===== src/design/x86mov_pkg.sv =====
// Shared types, opcode patterns and helpers for the 8086 MOV decoder.
// No dependencies.
package x86mov_pkg;

	typedef enum logic [2:0] {
		FORM_RM_REG  = 3'd0,
		FORM_IMM_RM  = 3'd1,
		FORM_IMM_REG = 3'd2,
		FORM_MEM_ACC = 3'd3,
		FORM_NONE    = 3'd4
	} form_t;

	localparam logic [7:0] OP_RM_REG   = 8'b10001000;
	localparam logic [7:0] OP_IMM_RM   = 8'b11000110;
	localparam logic [7:0] OP_IMM_REG  = 8'b10110000;
	localparam logic [7:0] OP_MEM_ACC  = 8'b10100000;
	localparam logic [7:0] MASK_RM_REG = 8'hFC;
	localparam logic [7:0] MASK_IMM_RM = 8'hFE;
	localparam logic [7:0] MASK_IMM_RG = 8'hF0;
	localparam logic [7:0] MASK_MEM_AC = 8'hFC;

	localparam logic [1:0] MOD_MEM    = 2'd0;
	localparam logic [1:0] MOD_DISP8  = 2'd1;
	localparam logic [1:0] MOD_DISP16 = 2'd2;
	localparam logic [2:0] RM_DIRECT  = 3'd6;

	function automatic form_t form_of(input logic [7:0] op);
		form_t f;
		if ((op & MASK_RM_REG) == OP_RM_REG) f = FORM_RM_REG;
		else if ((op & MASK_IMM_RM) == OP_IMM_RM) f = FORM_IMM_RM;
		else if ((op & MASK_IMM_RG) == OP_IMM_REG) f = FORM_IMM_REG;
		else if ((op & MASK_MEM_AC) == OP_MEM_ACC) f = FORM_MEM_ACC;
		else f = FORM_NONE;
		return f;
	endfunction

	function automatic logic wide_of(input logic [7:0] op);
		logic w;
		if (form_of(op) == FORM_IMM_REG) w = op[3];
		else w = op[0];
		return w;
	endfunction

	// displacement byte count implied by a ModRM byte: 0, 1 or 2
	function automatic logic [1:0] disp_len(input logic [7:0] modrm);
		logic [1:0] n;
		case (modrm[7:6])
			MOD_MEM:    n = (modrm[2:0] == RM_DIRECT) ? 2'd2 : 2'd0;
			MOD_DISP8:  n = 2'd1;
			MOD_DISP16: n = 2'd2;
			default:    n = 2'd0;
		endcase
		return n;
	endfunction

endpackage


===== src/design/x86_16_mov_decoder.sv =====
// 8086 MOV decoder: byte-serial phase machine with input and result registers.
// Depends on x86mov_pkg.
// Throughput: one code byte per cycle, sustained while the result side does not stall.
// Path of a result: its last accepted byte goes to the input register, then through the phase
// logic into the result register; a stall on the result side can hold it in the input register.
// Reset: asynchronous, active low; clears phase, held instruction bytes, byte count and both valid flags.
module x86_16_mov_decoder (
	input  logic               clk,
	input  logic               arst_n,
	input  logic               in_valid,
	output logic               in_stall,
	input  logic [7:0]         code_byte,
	output logic               out_valid,
	input  logic               out_stall,
	output logic               status,
	output logic [1:0]         form,
	output logic               to_register,
	output logic               wide,
	output logic [1:0]         mode_field,
	output logic [2:0]         reg_field,
	output logic [2:0]         rm_field,
	output logic signed [15:0] displacement,
	output logic [15:0]        immediate,
	output logic [2:0]         length
);
	import x86mov_pkg::*;

	typedef enum logic [2:0] {
		PH_OPCODE  = 3'd0,
		PH_MODRM   = 3'd1,
		PH_DISP_LO = 3'd2,
		PH_DISP_HI = 3'd3,
		PH_DATA_LO = 3'd4,
		PH_DATA_HI = 3'd5
	} phase_t;

	logic       vld_s1;
	logic [7:0] byte_s1;

	phase_t      phase_q, phase_d;
	logic [7:0]  opcode_q, opcode_d;
	logic [7:0]  modrm_q, modrm_d;
	logic [15:0] disp_q, disp_d;
	logic [15:0] data_q, data_d;
	logic [2:0]  count_q, count_d;

	logic  can_adv, process, accept, done, bad_op;
	form_t held_form, out_form;

	assign can_adv  = !out_valid || !out_stall;
	assign process  = vld_s1 && can_adv;
	assign in_stall = vld_s1 && !can_adv;
	assign accept   = in_valid && !in_stall;

	assign held_form = form_of(opcode_q);

	always_comb begin
		phase_d  = phase_q;
		opcode_d = opcode_q;
		modrm_d  = modrm_q;
		disp_d   = disp_q;
		data_d   = data_q;
		count_d  = count_q + 3'd1;
		done     = 1'b0;
		bad_op   = 1'b0;
		case (phase_q)
			PH_MODRM: begin
				modrm_d = byte_s1;
				if (disp_len(byte_s1) != 2'd0) phase_d = PH_DISP_LO;
				else if (held_form == FORM_IMM_RM || held_form == FORM_IMM_REG)
					phase_d = PH_DATA_LO;
				else done = 1'b1;
			end
			PH_DISP_LO: begin
				if (held_form == FORM_MEM_ACC || disp_len(modrm_q) == 2'd2) begin
					disp_d  = {8'h00, byte_s1};
					phase_d = PH_DISP_HI;
				end else begin
					disp_d = {{8{byte_s1[7]}}, byte_s1};
					if (held_form == FORM_IMM_RM || held_form == FORM_IMM_REG)
						phase_d = PH_DATA_LO;
					else done = 1'b1;
				end
			end
			PH_DISP_HI: begin
				disp_d = {byte_s1, disp_q[7:0]};
				if (held_form == FORM_IMM_RM || held_form == FORM_IMM_REG)
					phase_d = PH_DATA_LO;
				else done = 1'b1;
			end
			PH_DATA_LO: begin
				data_d = {8'h00, byte_s1};
				if (wide_of(opcode_q)) phase_d = PH_DATA_HI;
				else done = 1'b1;
			end
			PH_DATA_HI: begin
				data_d = {byte_s1, data_q[7:0]};
				done   = 1'b1;
			end
			default: begin
				// opcode byte
				opcode_d = byte_s1;
				modrm_d  = '0;
				disp_d   = '0;
				data_d   = '0;
				count_d  = 3'd1;
				case (form_of(byte_s1))
					FORM_NONE:    bad_op  = 1'b1;
					FORM_IMM_REG: phase_d = PH_DATA_LO;
					FORM_MEM_ACC: phase_d = PH_DISP_LO;
					default:      phase_d = PH_MODRM;
				endcase
			end
		endcase
		if (done || bad_op) phase_d = PH_OPCODE;
	end

	assign out_form = form_of(opcode_d);

	always_ff @(posedge clk or negedge arst_n) begin
		if (!arst_n) begin
			vld_s1    <= 1'b0;
			phase_q   <= PH_OPCODE;
			opcode_q  <= '0;
			modrm_q   <= '0;
			disp_q    <= '0;
			data_q    <= '0;
			count_q   <= '0;
			out_valid <= 1'b0;
		end else begin
			if (accept) begin
				vld_s1  <= 1'b1;
				byte_s1 <= code_byte;
			end else if (process) begin
				vld_s1 <= 1'b0;
			end

			if (process) begin
				phase_q  <= phase_d;
				opcode_q <= opcode_d;
				modrm_q  <= modrm_d;
				disp_q   <= disp_d;
				data_q   <= data_d;
				count_q  <= count_d;
			end

			if (process && (done || bad_op)) begin
				out_valid    <= 1'b1;
				status       <= bad_op;
				length       <= count_d;
				form         <= '0;
				to_register  <= 1'b0;
				wide         <= 1'b0;
				mode_field   <= '0;
				reg_field    <= '0;
				rm_field     <= '0;
				displacement <= disp_d;
				immediate    <= data_d;
				if (!bad_op) begin
					form <= out_form[1:0];
					wide <= wide_of(opcode_d);
					case (out_form)
						FORM_RM_REG: begin
							to_register <= opcode_d[1];
							mode_field  <= modrm_d[7:6];
							reg_field   <= modrm_d[5:3];
							rm_field    <= modrm_d[2:0];
						end
						FORM_IMM_RM: begin
							mode_field <= modrm_d[7:6];
							reg_field  <= modrm_d[5:3];
							rm_field   <= modrm_d[2:0];
						end
						FORM_IMM_REG: begin
							to_register <= 1'b1;
							reg_field   <= opcode_d[2:0];
						end
						FORM_MEM_ACC: to_register <= ~opcode_d[1];
						default:      to_register <= 1'b0;
					endcase
				end
			end else if (!out_stall) begin
				out_valid <= 1'b0;
			end
		end
	end

	// a new result beat only ever comes from a byte held in the input register
	a_result_src: assert property (@(posedge clk) disable iff (!arst_n)
		$rose(out_valid) |-> $past(vld_s1))
		else $error("result beat without a processed byte");

	a_bad_op_beat: assert property (@(posedge clk) disable iff (!arst_n)
		out_valid && status |-> length == 3'd1 && form == 2'd0 && immediate == 16'd0)
		else $error("unsupported opcode beat not clean");

	a_stall_cause: assert property (@(posedge clk) disable iff (!arst_n)
		in_stall |-> vld_s1 && out_valid && out_stall)
		else $error("input stalled without a blocked result");

	a_resync: assert property (@(posedge clk) disable iff (!arst_n)
		process && (done || bad_op) |=> phase_q == PH_OPCODE && out_valid)
		else $error("no return to opcode phase after a result");

	a_count_range: assert property (@(posedge clk) disable iff (!arst_n)
		phase_q != PH_OPCODE |-> count_q >= 3'd1 && count_q <= 3'd5)
		else $error("byte count out of range mid-instruction");

endmodule


===== config.mk =====
export PLATFORM = sky130hd
export DESIGN_NAME = x86_16_mov_decoder
export DESIGN_NICKNAME = d
export VERILOG_FILES = /design/src/design/x86mov_pkg.sv /design/src/design/x86_16_mov_decoder.sv
export SDC_FILE = /design/constraint.sdc
export NUM_CORES = 1
export LEC_CHECK = 0
export ABC_AREA = 1
export BUFFER_PORTS_ARGS = -buffer_cell sky130_fd_sc_hd__buf_2
export CORE_MARGIN = 3
export CORE_UTILIZATION = 60
export DETAILED_ROUTE_END_ITERATION = 8
export PLACE_DENSITY = 0.82
export SKIP_CTS_REPAIR_TIMING = 1
export SLEW_MARGIN = 20
export SYNTH_ARGS = -nofsm -noshare
export SYNTH_HDL_FRONTEND = slang
export SYNTH_SLANG_ARGS = --single-unit
export TNS_END_PERCENT = 1

===== constraint.sdc =====
create_clock -name clk -period 8.2 [get_ports clk]
set_input_delay 1.64 -clock clk [delete_from_list [all_inputs] [get_ports clk]]
set_output_delay 1.64 -clock clk [all_outputs]
set_load 0.05 [all_outputs]

==> flow_metrics.py, run 1 <==
metrics = {
    "synthesis": {
        "yosys-top-cells-count": "nand2_1 (171), inv_1 (69), dfrtp_1 (56), edfxtp_1 (56), o21ai_0 (34)",
        "synthesis.nets": 552,
        "yosys_warnings": 0,
        "async_flop_share_pct": 50.0,
        "synth_top_area_share_pct": 33.4,
        "syn_area_per_cell_um2": 9.36,
        "ys_types": 33,
        "synth-main-ff-cell": "edfxtp_1",
        "yosysMostFrequentCell": "nand2_1",
        "netlist_instances": 537,
        "synth_area_um2": 5030,
        "synth_edf_count": 56,
        "synth_largest_area_cell": "edfxtp_1",
        "ys_ff_latch": 112,
        "yosysSeqAreaShare_pct": 61.3,
        "synthTopCellsByArea": "edfxtp_1 (33%), dfrtp_1 (28%), nand2_1 (13%)",
    },
    "placement": {
        "gp_congestion": 0.905,
        "io_buffers": 61,
        "hpwl_mm": 7.35,
    },
    "sta": {
        "setup_viol": 0,
        "rsz0062_at_grt": "no",
        "tns_ps": 0,
        "drv_slew": 0,
        "period_needed_ps": 3850,
        "whs_ps": 489,
        "finClkSkew_ps": 10.8,
        "fmax_mhz": 260,
        "final.period_utilization_pct": 46.9,
        "finalHoldViolCount": 0,
        "worst_slew_pin_slew_ps": 775,
        "slew_headroom_pct": 48.3,
    },
    "grt": {
        "grt_pass1_wl_mm": 18.3,
        "gr-usage-all-layers_pct": 23.8,
        "grt_max_degree": 60,
        "antenna_found_initial": 0,
        "grt_remaining_overflow": 0,
        "grt_pass1_vias": 3880,
    },
    "drt": {
        "drtAntennaViolNets": 0,
        "dr.pass1.iters": 7,
        "drt_iter0_drc": 379,
        "vias_per_cell": 5.67,
        "drc": 0,
        "finalWirelength_mm": 11.0,
        "wl_per_cell_um": 15.6,
        "num_vias": 3994,
    },
    "power_and_ir_drop": {
        "switchingPower_uw": 311,
        "p_int_uw": 784,
        "p_per_area_nw_per_um2": 195,
        "combPwrFrac_pct": 12.6,
        "leakage_nw": 2.49,
        "p_clk_share_pct": 29.7,
        "swShare_pct": 28.4,
        "ir_drop_uv": 145,
        "seqPwrFrac_pct": 57.7,
    },
    "clock_network": {
        "tritoncts": "built",
        "clkSinkCount": 112,
        "insertion_delay_ps": 370,
        "cts_root_buf": "clkbuf_8",
        "h-tree-depth": 3,
        "clk_pin_slew_ps": 90,
        "cts_buffers": 9,
        "clock_path_buffers": 2,
    },
    "job": {
        "cap_violations": 0,
    },
    "floorplanning": {
        "ios": 62,
        "die_h_um": 97.5,
        "initial_core_util_pct": 63.4,
        "rows": 32,
        "core_area_um2": 7930,
        "fp.dieArea_um2": 9510,
        "die_w_um": 97.5,
    },
    "worst_setup_path": {
        "endpoint_kind": "primary output",
        "arrival_ps": 2210,
        "cp_max_fo": 4,
        "crit_type": "in -> out",
        "critPathTopFamily": "buffers and inverters",
        "slowest_stage": "buf_2",
        "cpPeakStageDelay_ps": 280,
        "worst_ep_required_time_ps": 6560,
        "crit_path_cell_trace": "buf_2 -> nand2_1 -> nor2_1 -> buf_2",
        "cp_common_cell": "buf_2",
        "startpoint_type": "input port",
        "crit_buf_inv": 2,
    },
    "cells_and_area": {
        "num_antenna_cells": 0,
        "regArea_um2": 3080,
        "fin_nets": 612,
        "drive_gt1_share_pct": 17.1,
        "multi_input_area_um2": 1600,
        "nFillCells": 578,
        "area_growth_pct": 11.8,
    },
    "worst_hold_path": {
        "hold_class": "reg -> reg",
    },
    "outcome": {
        "status": "finished, final reports clean",
    },
}
==> stage by stage <==
stage / instances / area, um2 / setup WS, ps / utilization (%) / power [mW]
finish: 704 / 5620 / 4350 / 70.9 / 1.10
global route: 704 / 5620 / 4290 / 70.9 / 1.14
CTS: 704 / 5620 / 4350 / 70.9 / 1.10
detailed placement: 688 / 5430 / 4360 / 68.5 / 0.782
global placement: 688 / 5430 / 4390 / 68.5 / 0.777
floorplan: 537 / 5030 / 3240 / - / 0.741
==> power groups by stage <==
stage	Clock [mW]	Combinational, mW	Sequential (mW)
2_1_floorplan	0	0.0523	0.689
3_3_place_gp	0	0.134	0.643
3_5_place_dp	0	0.138	0.644
4_1_cts	0.330	0.138	0.632
5_1_grt	0.352	0.149	0.636
6_report	0.325	0.138	0.633
==> layer usage <==
layer / GRT usage (%) / routed length [um]
met5: 0 / 0
met3: 4.88 / 982
met2: 39.0 / 5300
met1: 31.0 / 4430
met4: 10.0 / 234
==> path summary, 6_finish.rpt <==
| path | endpoint | from | slack, ps | depth (start not counted) |
|---|---|---|---|---|
| max | in_stall | out_stall | 4350 | 4 |
| min | disp_q[14]$_DFFE_PN0P_ | disp_q[14]$_DFFE_PN0P_ | 490 | 2 |
| max reg2reg | displacement[0]$_DFFE_PP_ | phase_q[1]$_DFFE_PN0P_ | 5160 | 9 |
| min reg2reg | disp_q[14]$_DFFE_PN0P_ | disp_q[14]$_DFFE_PN0P_ | 490 | 2 |
| max in group asynchronous | count_q[1]$_DFFE_PN0P_ | arst_n | 6300 | 2 |
| min in group asynchronous | disp_q[8]$_DFFE_PN0P_ | arst_n | 1390 | 2 |
==> registers in the layout, indices dropped and copies added (netlist names) <==
name / flops
data_q: 16
disp_q: 16
displacement: 16
immediate: 16
byte_s1: 8
modrm_q: 8
opcode_q: 8
count_q: 3
length: 3
phase_q: 3
reg_field: 3
rm_field: 3
form: 2
mode_field: 2
out_valid: 1
status: 1
to_register: 1
vld_s1: 1
wide: 1
==> kinds of logic after synthesis <==
logic type | count (synthesis) | synth area share [%]
DFF | 112 | 61.3
and+or+nand+nor | 228 | 18.8
AOI/OAI and AO/OA | 104 | 12.2
adders and majority gates | 3 | 0.747
buffers and inverters | 90 | 6.94
==> worst min-delay path, stage by stage, from the launching register on <==
cell and delay, ps:
dfrtp_1 350, nand2_1 50, nand2_1 60
==> cells in the final DEF (no fill, tap or decap), types with 2 or more instances in the layout <==
master	synthesis	final
buf_4	0	4
dfrtp_1	56	56
nor2_4	1	2
a21oi_1	21	21
or2_2	3	3
clkbuf_8	0	9
a22oi_1	8	8
nand2_2	2	2
o32ai_1	8	8
edfxtp_1	56	56
ha_1	3	3
inv_2	4	4
inv_1	69	69
o21ai_0	34	34
nor2_2	7	7
o22ai_1	16	16
inv_6	0	2
buf_2	3	61
o211ai_1	3	3
nand4_1	6	6
nor3_1	2	2
nand2_1	171	171
nand3_1	13	13
o21ai_1	10	10
nor2_1	20	19
clkinv_2	0	3
==> final cells by class <==
cell class / instances / area share (%)
clock buffers: 9 / 2.20
repair buffers: 65 / 5.97
flip-flops and latches: 112 / 54.9
multi-input cells: 335 / 28.5
inverters: 74 / 4.94
well taps: 102 / 2.27
clock inverters: 7 / 1.25
No activity file was read; power rests on OpenSTA's default activity.
==> inputs of run 2 (changes only) <==
--- a/config.mk
+++ b/config.mk
@@ -5,12 +5,12 @@
 export SDC_FILE = /design/constraint.sdc
 export NUM_CORES = 1
 export LEC_CHECK = 0
-export ABC_AREA = 1
+export ABC_AREA = 0
 export BUFFER_PORTS_ARGS = -buffer_cell sky130_fd_sc_hd__buf_2
 export CORE_MARGIN = 3
-export CORE_UTILIZATION = 60
+export CORE_UTILIZATION = 53
 export DETAILED_ROUTE_END_ITERATION = 8
-export PLACE_DENSITY = 0.82
+export PLACE_DENSITY = 0.76
 export SKIP_CTS_REPAIR_TIMING = 1
 export SLEW_MARGIN = 20
 export SYNTH_ARGS = -nofsm -noshare
==> constraint.sdc (replaced) <==
create_clock -name clk -period 3.25 [get_ports clk]
set_input_delay 0.65 -clock clk [delete_from_list [all_inputs] [get_ports clk]]
set_output_delay 0.65 -clock clk [all_outputs]
set_load 0.05 [all_outputs]
==> flow_metrics.py, run 2 <==
metrics = {
    "outcome": {
        "status": "finished, final reports clean",
    },
    "placement": {
        "io_buffers": 61,
        "placedCellCount": 661,
        "pre_cts_ws_ps": 638,
        "hpwl_mm": 8.19,
        "gp_congestion": 0.977,
    },
    "synthesis": {
        "yosys-top-cells-count": "nand2_1 (80), dfrtp_1 (56), edfxtp_1 (56)",
        "synth_top_area_share_pct": 31.7,
        "ys_ff_latch": 112,
        "synth_area_um2": 5310,
        "synthesis.nets": 502,
        "syn_area_per_cell_um2": 10.9,
        "ys_types": 68,
        "netlist_instances": 487,
        "yosysSeqAreaShare_pct": 58.1,
        "yosys_warnings": 0,
        "yosysMostFrequentCell": "nand2_1",
        "synth_largest_area_cell": "edfxtp_1",
        "synth_edf_count": 56,
        "synthTopCellsByArea": "edfxtp_1 (32%), dfrtp_1 (26%), nand2_1 (5.7%)",
        "synth-main-ff-cell": "edfxtp_1",
        "async_flop_share_pct": 50.0,
    },
    "sta": {
        "period_needed_ps": 2680,
        "tns_ps": 0,
        "drv_slew": 0,
        "final.period_utilization_pct": 82.6,
        "finalHoldViolCount": 0,
        "slew_headroom_pct": 40.6,
        "rsz0062_at_grt": "no",
        "setup_ws_ps": 567,
        "setup_viol": 0,
        "fmax_mhz": 373,
        "worst_slew_pin_slew_ps": 884,
        "finClkSkew_ps": 15.8,
    },
    "power_and_ir_drop": {
        "p_per_area_nw_per_um2": 458,
        "leakage_nw": 2.40,
        "ir_drop_uv": 280,
    },
    "worst_setup_path": {
        "worst_ep_required_time_ps": 3390,
        "startpoint_type": "register",
        "crit_start": "phase_q[1]$_DFFE_PN0P_",
        "timing.rr.start": "phase_q[1]$_DFFE_PN0P_",
        "cp_max_fo": 11,
        "r2r_slack_ps": 570,
        "crit_type": "reg -> reg",
        "endpoint_kind": "register",
        "arrival_ps": 2820,
    },
    "drt": {
        "vias_per_cell": 6.06,
        "finalWirelength_mm": 12.0,
        "wl_per_cell_um": 17.7,
        "num_vias": 4101,
        "drc": 0,
        "dr.pass1.iters": 5,
        "drtAntennaViolNets": 0,
        "drt_iter0_drc": 352,
    },
    "floorplanning": {
        "rows": 35,
        "initial_core_util_pct": 55.8,
        "die_w_um": 106,
        "core_area_um2": 9500,
        "ios": 62,
        "die_h_um": 106,
        "fp.dieArea_um2": 11200,
    },
    "grt": {
        "grt_pass1_vias": 3987,
        "gr-usage-all-layers_pct": 21.9,
        "grt_max_degree": 57,
        "grt_pass1_wl_mm": 19.5,
        "grt_remaining_overflow": 0,
        "antenna_found_initial": 0,
    },
    "worst_hold_path": {
        "hold_class": "in -> reg",
        "min_from": "code_byte[3]",
    },
    "clock_network": {
        "clk_pin_slew_ps": 110,
        "clkSinkCount": 112,
        "cts_buffers": 9,
        "clock_path_buffers": 2,
        "cts_root_buf": "clkbuf_8",
        "insertion_delay_ps": 390,
        "tritoncts": "built",
        "h-tree-depth": 3,
    },
    "cells_and_area": {
        "drive_gt1_share_pct": 22.4,
        "area_growth_pct": 12.0,
        "nFillCells": 756,
        "instances_no_fill": 677,
        "num_antenna_cells": 0,
        "final_common_cell": "nand2_1",
        "fin_nets": 558,
        "layout_common_cells": "nand2_1 (80), buf_2 (61), edfxtp_1 (56), dfrtp_1 (56), o21ai_0 (40)",
        "final_core_util_pct": 62.5,
    },
    "job": {
        "cap_violations": 0,
    },
}
run 2: metal layers:
metal / part of all wire (%) / global-route usage (%) / wire length [um]
met2: 48 / 35.4 / 5700
met4: 2.3 / 8.23 / 279
met5: 0 / 0 / 0
met1: 42 / 29.4 / 5050
met3: 7.8 / 4.25 / 933
run 2: through the flow:
stage / area (um2) / total power, mW / hold WS [ps]
final: 5940 / 2.72 / 434
after global routing: 5940 / 2.82 / 426
after CTS: 5940 / 2.73 / 426
after detailed placement: 5750 / 1.94 / 472
after global placement: 5750 / 1.94 / 457
after floorplan: 5310 / 1.84 / 354
run 2: where the power goes:
part | switching [mW] | internal [mW] | total, mW
Combinational | 0.237 | 0.0788 | 0.316
Clock | 0.506 | 0.301 | 0.807
Sequential | 0.0536 | 1.55 | 1.60
run 2: cell families (layout without fill, tap and decap cells):
family	after synthesis	after routing	synth area share, %
adders and majority gates	3	3	0.708
xor gates and xnor gates	3	3	0.495
buffers and inverters	43	104	3.58
and+or+nand+nor	165	165	15.0
AOI/OAI and AO/OA	145	145	18.8
DFF	112	112	58.1
muxes	16	16	3.33
run 2: final timing paths:
| path | cells past startpoint | endpoint |
|---|---|---|
| worst max-delay path | 7 | to_register$_SDFFCE_PP0P_ |
| worst min-delay path | 1 | byte_s1[3]$_DFFE_PP_ |
| worst max register to register | 7 | to_register$_SDFFCE_PP0P_ |
| worst min register to register | 2 | data_q[2]$_DFFE_PN0P_ |
| max in group asynchronous | 2 | modrm_q[4]$_DFFE_PN0P_ |
| min in group asynchronous | 2 | opcode_q[4]$_DFFE_PN0P_ |
run 2: layout make-up:
class                      count  area (um2)  area share, %
clock buffer                  10         128           2.15
clock inverter                 6        65.1           1.09
inverter                      13        51.3          0.863
multi-input combinational    332        2040           34.4
sequential                   112        3080           51.9
tap                          129         161           2.72
timing repair buffer          75         410           6.91
run 2: critical path: stages, from the launching register on:
cell and delay [ps]:
dfrtp_1 400, inv_1 280, ha_1 430, nand2_2 240, mux2i_1 440, o21ai_0 240
nor4_1 320, nor2_1 80
==> inputs of run 3 (changes only) <==
--- a/config.mk
+++ b/config.mk
@@ -8,9 +8,9 @@
 export ABC_AREA = 0
 export BUFFER_PORTS_ARGS = -buffer_cell sky130_fd_sc_hd__buf_2
 export CORE_MARGIN = 3
-export CORE_UTILIZATION = 53
+export CORE_UTILIZATION = 58
 export DETAILED_ROUTE_END_ITERATION = 8
-export PLACE_DENSITY = 0.76
+export PLACE_DENSITY = 0.79
 export SKIP_CTS_REPAIR_TIMING = 1
 export SLEW_MARGIN = 20
 export SYNTH_ARGS = -nofsm -noshare
==> constraint.sdc (replaced) <==
create_clock -name clk -period 2.6 [get_ports clk]
set_input_delay 0.52 -clock clk [delete_from_list [all_inputs] [get_ports clk]]
set_output_delay 0.52 -clock clk [all_outputs]
set_load 0.05 [all_outputs]
==> flow_metrics.py, run 3 (synthesis results as in run 2) <==
metrics = {
    "outcome": {
        "status": "finished, final reports clean",
    },
    "worst_setup_path": {
        "cp_max_fo": 29,
        "reg2reg_depth": 7,
        "timing.rr.start": "byte_s1[7]$_DFFE_PP_",
        "r2r_slack_ps": 170,
        "slowest_stage": "edfxtp_1",
        "critPathTopFamily": "compound AO/OA/AOI/OAI gates",
        "r2r_end": "immediate[2]$_DFFE_PP_",
        "crit_type": "reg -> reg",
        "crit_buf_inv": 1,
        "cpPeakStageDelay_ps": 660,
        "startpoint_type": "register",
        "worst_ep_required_time_ps": 2680,
        "arrival_ps": 2510,
        "endpoint_kind": "register",
        "crit_path_cell_trace": "xor2_1 -> a41oi_1 -> a2bb2oi_2 -> o21ai_0 -> a21oi_2 -> nor2_4 -> buf_12",
    },
    "floorplanning": {
        "core_area_um2": 8810,
        "fp.dieArea_um2": 10300,
        "ios": 62,
        "rows": 34,
        "initial_core_util_pct": 60.2,
        "die_w_um": 102,
        "die_h_um": 102,
    },
    "cells_and_area": {
        "layout_common_cells": "nand2_1 (80), buf_2 (61), edfxtp_1 (56), dfrtp_1 (56), o21ai_0 (40)",
        "final_common_cell": "nand2_1",
        "final_cell_area_um2": 6070,
        "area_growth_pct": 14.5,
        "num_antenna_cells": 0,
        "fin_nets": 573,
        "drive_gt1_share_pct": 24.9,
        "instances_no_fill": 671,
    },
    "drt": {
        "drtAntennaViolNets": 0,
        "vias_per_cell": 6.07,
        "wl_per_cell_um": 18.6,
        "drc": 0,
        "drt_iter0_drc": 271,
        "finalWirelength_mm": 12.5,
        "dr.pass1.iters": 6,
        "num_vias": 4076,
    },
    "placement": {
        "hpwl_mm": 8.86,
        "gp_congestion": 0.966,
        "io_buffers": 61,
        "placedCellCount": 653,
        "dpl_cell_area_um2": 5880,
        "pre_cts_ws_ps": 139,
    },
    "clock_network": {
        "cts_buffers": 9,
        "tritoncts": "built",
        "h-tree-depth": 3,
        "cts_root_buf": "clkbuf_8",
        "clk_pin_slew_ps": 110,
        "insertion_delay_ps": 380,
        "clock_path_buffers": 2,
        "clkSinkCount": 112,
    },
    "power_and_ir_drop": {
        "combPwrFrac_pct": 12.6,
        "ir_drop_uv": 285,
        "seqPwrFrac_pct": 58.5,
        "p_int_mw": 2.41,
        "leakage_nw": 2.47,
        "p_clk_share_pct": 28.8,
        "switchingPower_uw": 989,
        "p_per_area_nw_per_um2": 560,
        "swShare_pct": 29.1,
    },
    "grt": {
        "grt_pass1_vias": 3984,
        "gr-usage-all-layers_pct": 25.2,
        "antenna_found_initial": 0,
        "grt_pass1_wl_mm": 20.0,
        "grt_max_degree": 35,
        "grt_remaining_overflow": 0,
    },
    "sta": {
        "setup_viol": 0,
        "period_needed_ps": 2430,
        "final.period_utilization_pct": 93.3,
        "fmax_mhz": 412,
        "slew_headroom_pct": 57.7,
        "finClkSkew_ps": 12.1,
        "worst_slew_pin_slew_ps": 627,
        "drv_slew": 0,
        "setup_ws_ps": 174,
        "finalHoldViolCount": 0,
        "rsz0062_at_grt": "no",
        "tns_ps": 0,
    },
    "worst_hold_path": {
        "hold_class": "in -> async",
    },
    "job": {
        "cap_violations": 0,
    },
}
-- run 3: worst max-delay path by stage --
| stage | end | depth (start not counted) | start | slack, ps |
|---|---|---|---|---|
| 2_1_floorplan | displacement[0]$_DFFE_PP_ | 9 | phase_q[1]$_DFFE_PN0P_ | 40 |
| 3_3_place_gp | mode_field[1]$_SDFFCE_PP0P_ | 5 | phase_q[0]$_DFFE_PN0P_ | 270 |
| 3_5_place_dp | mode_field[0]$_SDFFCE_PP0P_ | 7 | byte_s1[6]$_DFFE_PP_ | 140 |
| 4_1_cts | mode_field[0]$_SDFFCE_PP0P_ | 7 | byte_s1[6]$_DFFE_PP_ | 110 |
| 5_1_grt | mode_field[0]$_SDFFCE_PP0P_ | 5 | phase_q[0]$_DFFE_PN0P_ | 30 |
| 6_report | immediate[2]$_DFFE_PP_ | 7 | byte_s1[7]$_DFFE_PP_ | 170 |
-- run 3: through the flow --
step	hold WS [ps]	utilization, %	power [mW]
after global routing	170	69.0	3.53
final	160	69.0	3.40
after global placement	457	66.7	2.45
after floorplan	224	-	2.30
after CTS	164	68.8	3.42
after detailed placement	469	66.7	2.45
-- run 3: layout make-up --
class                           instances  area, um2
Sequential cell                       112       3080
Multi-Input combinational cell        332       2070
Tap cell                              108        135
Fill cell                             650       2730
Inverter                               13       51.3
Clock buffer                           10        128
Clock inverter                          6       53.8
Timing Repair Buffer                   90        548
-- run 3: worst register-to-register path, stage by stage, from the launching register on --
cell and delay, ps:
edfxtp_1 660, xor2_1 240, a41oi_1 340, a2bb2oi_2 120, o21ai_0 240, a21oi_2 130
nor2_4 180, buf_12 210
-- run 3: power groups by stage --
stage,Sequential [mW],Clock (mW),Combinational (mW)
floorplan,2.12,0,0.179
global placement,2.02,0,0.421
detailed placement,2.03,0,0.425
CTS,1.99,0.999,0.427
global route,2.00,1.07,0.463
finish,1.99,0.980,0.429
-- run 3: per-layer routing --
metal	vias up	track usage, %	routed length (um)	part of all wire [%]
li1	1913	-	-	-
met1	1981	33.3	5260	42
met2	153	41.6	6180	50
met3	29	3.86	688	5.5
met4	0	10.6	321	2.6
met5	-	0	0	0
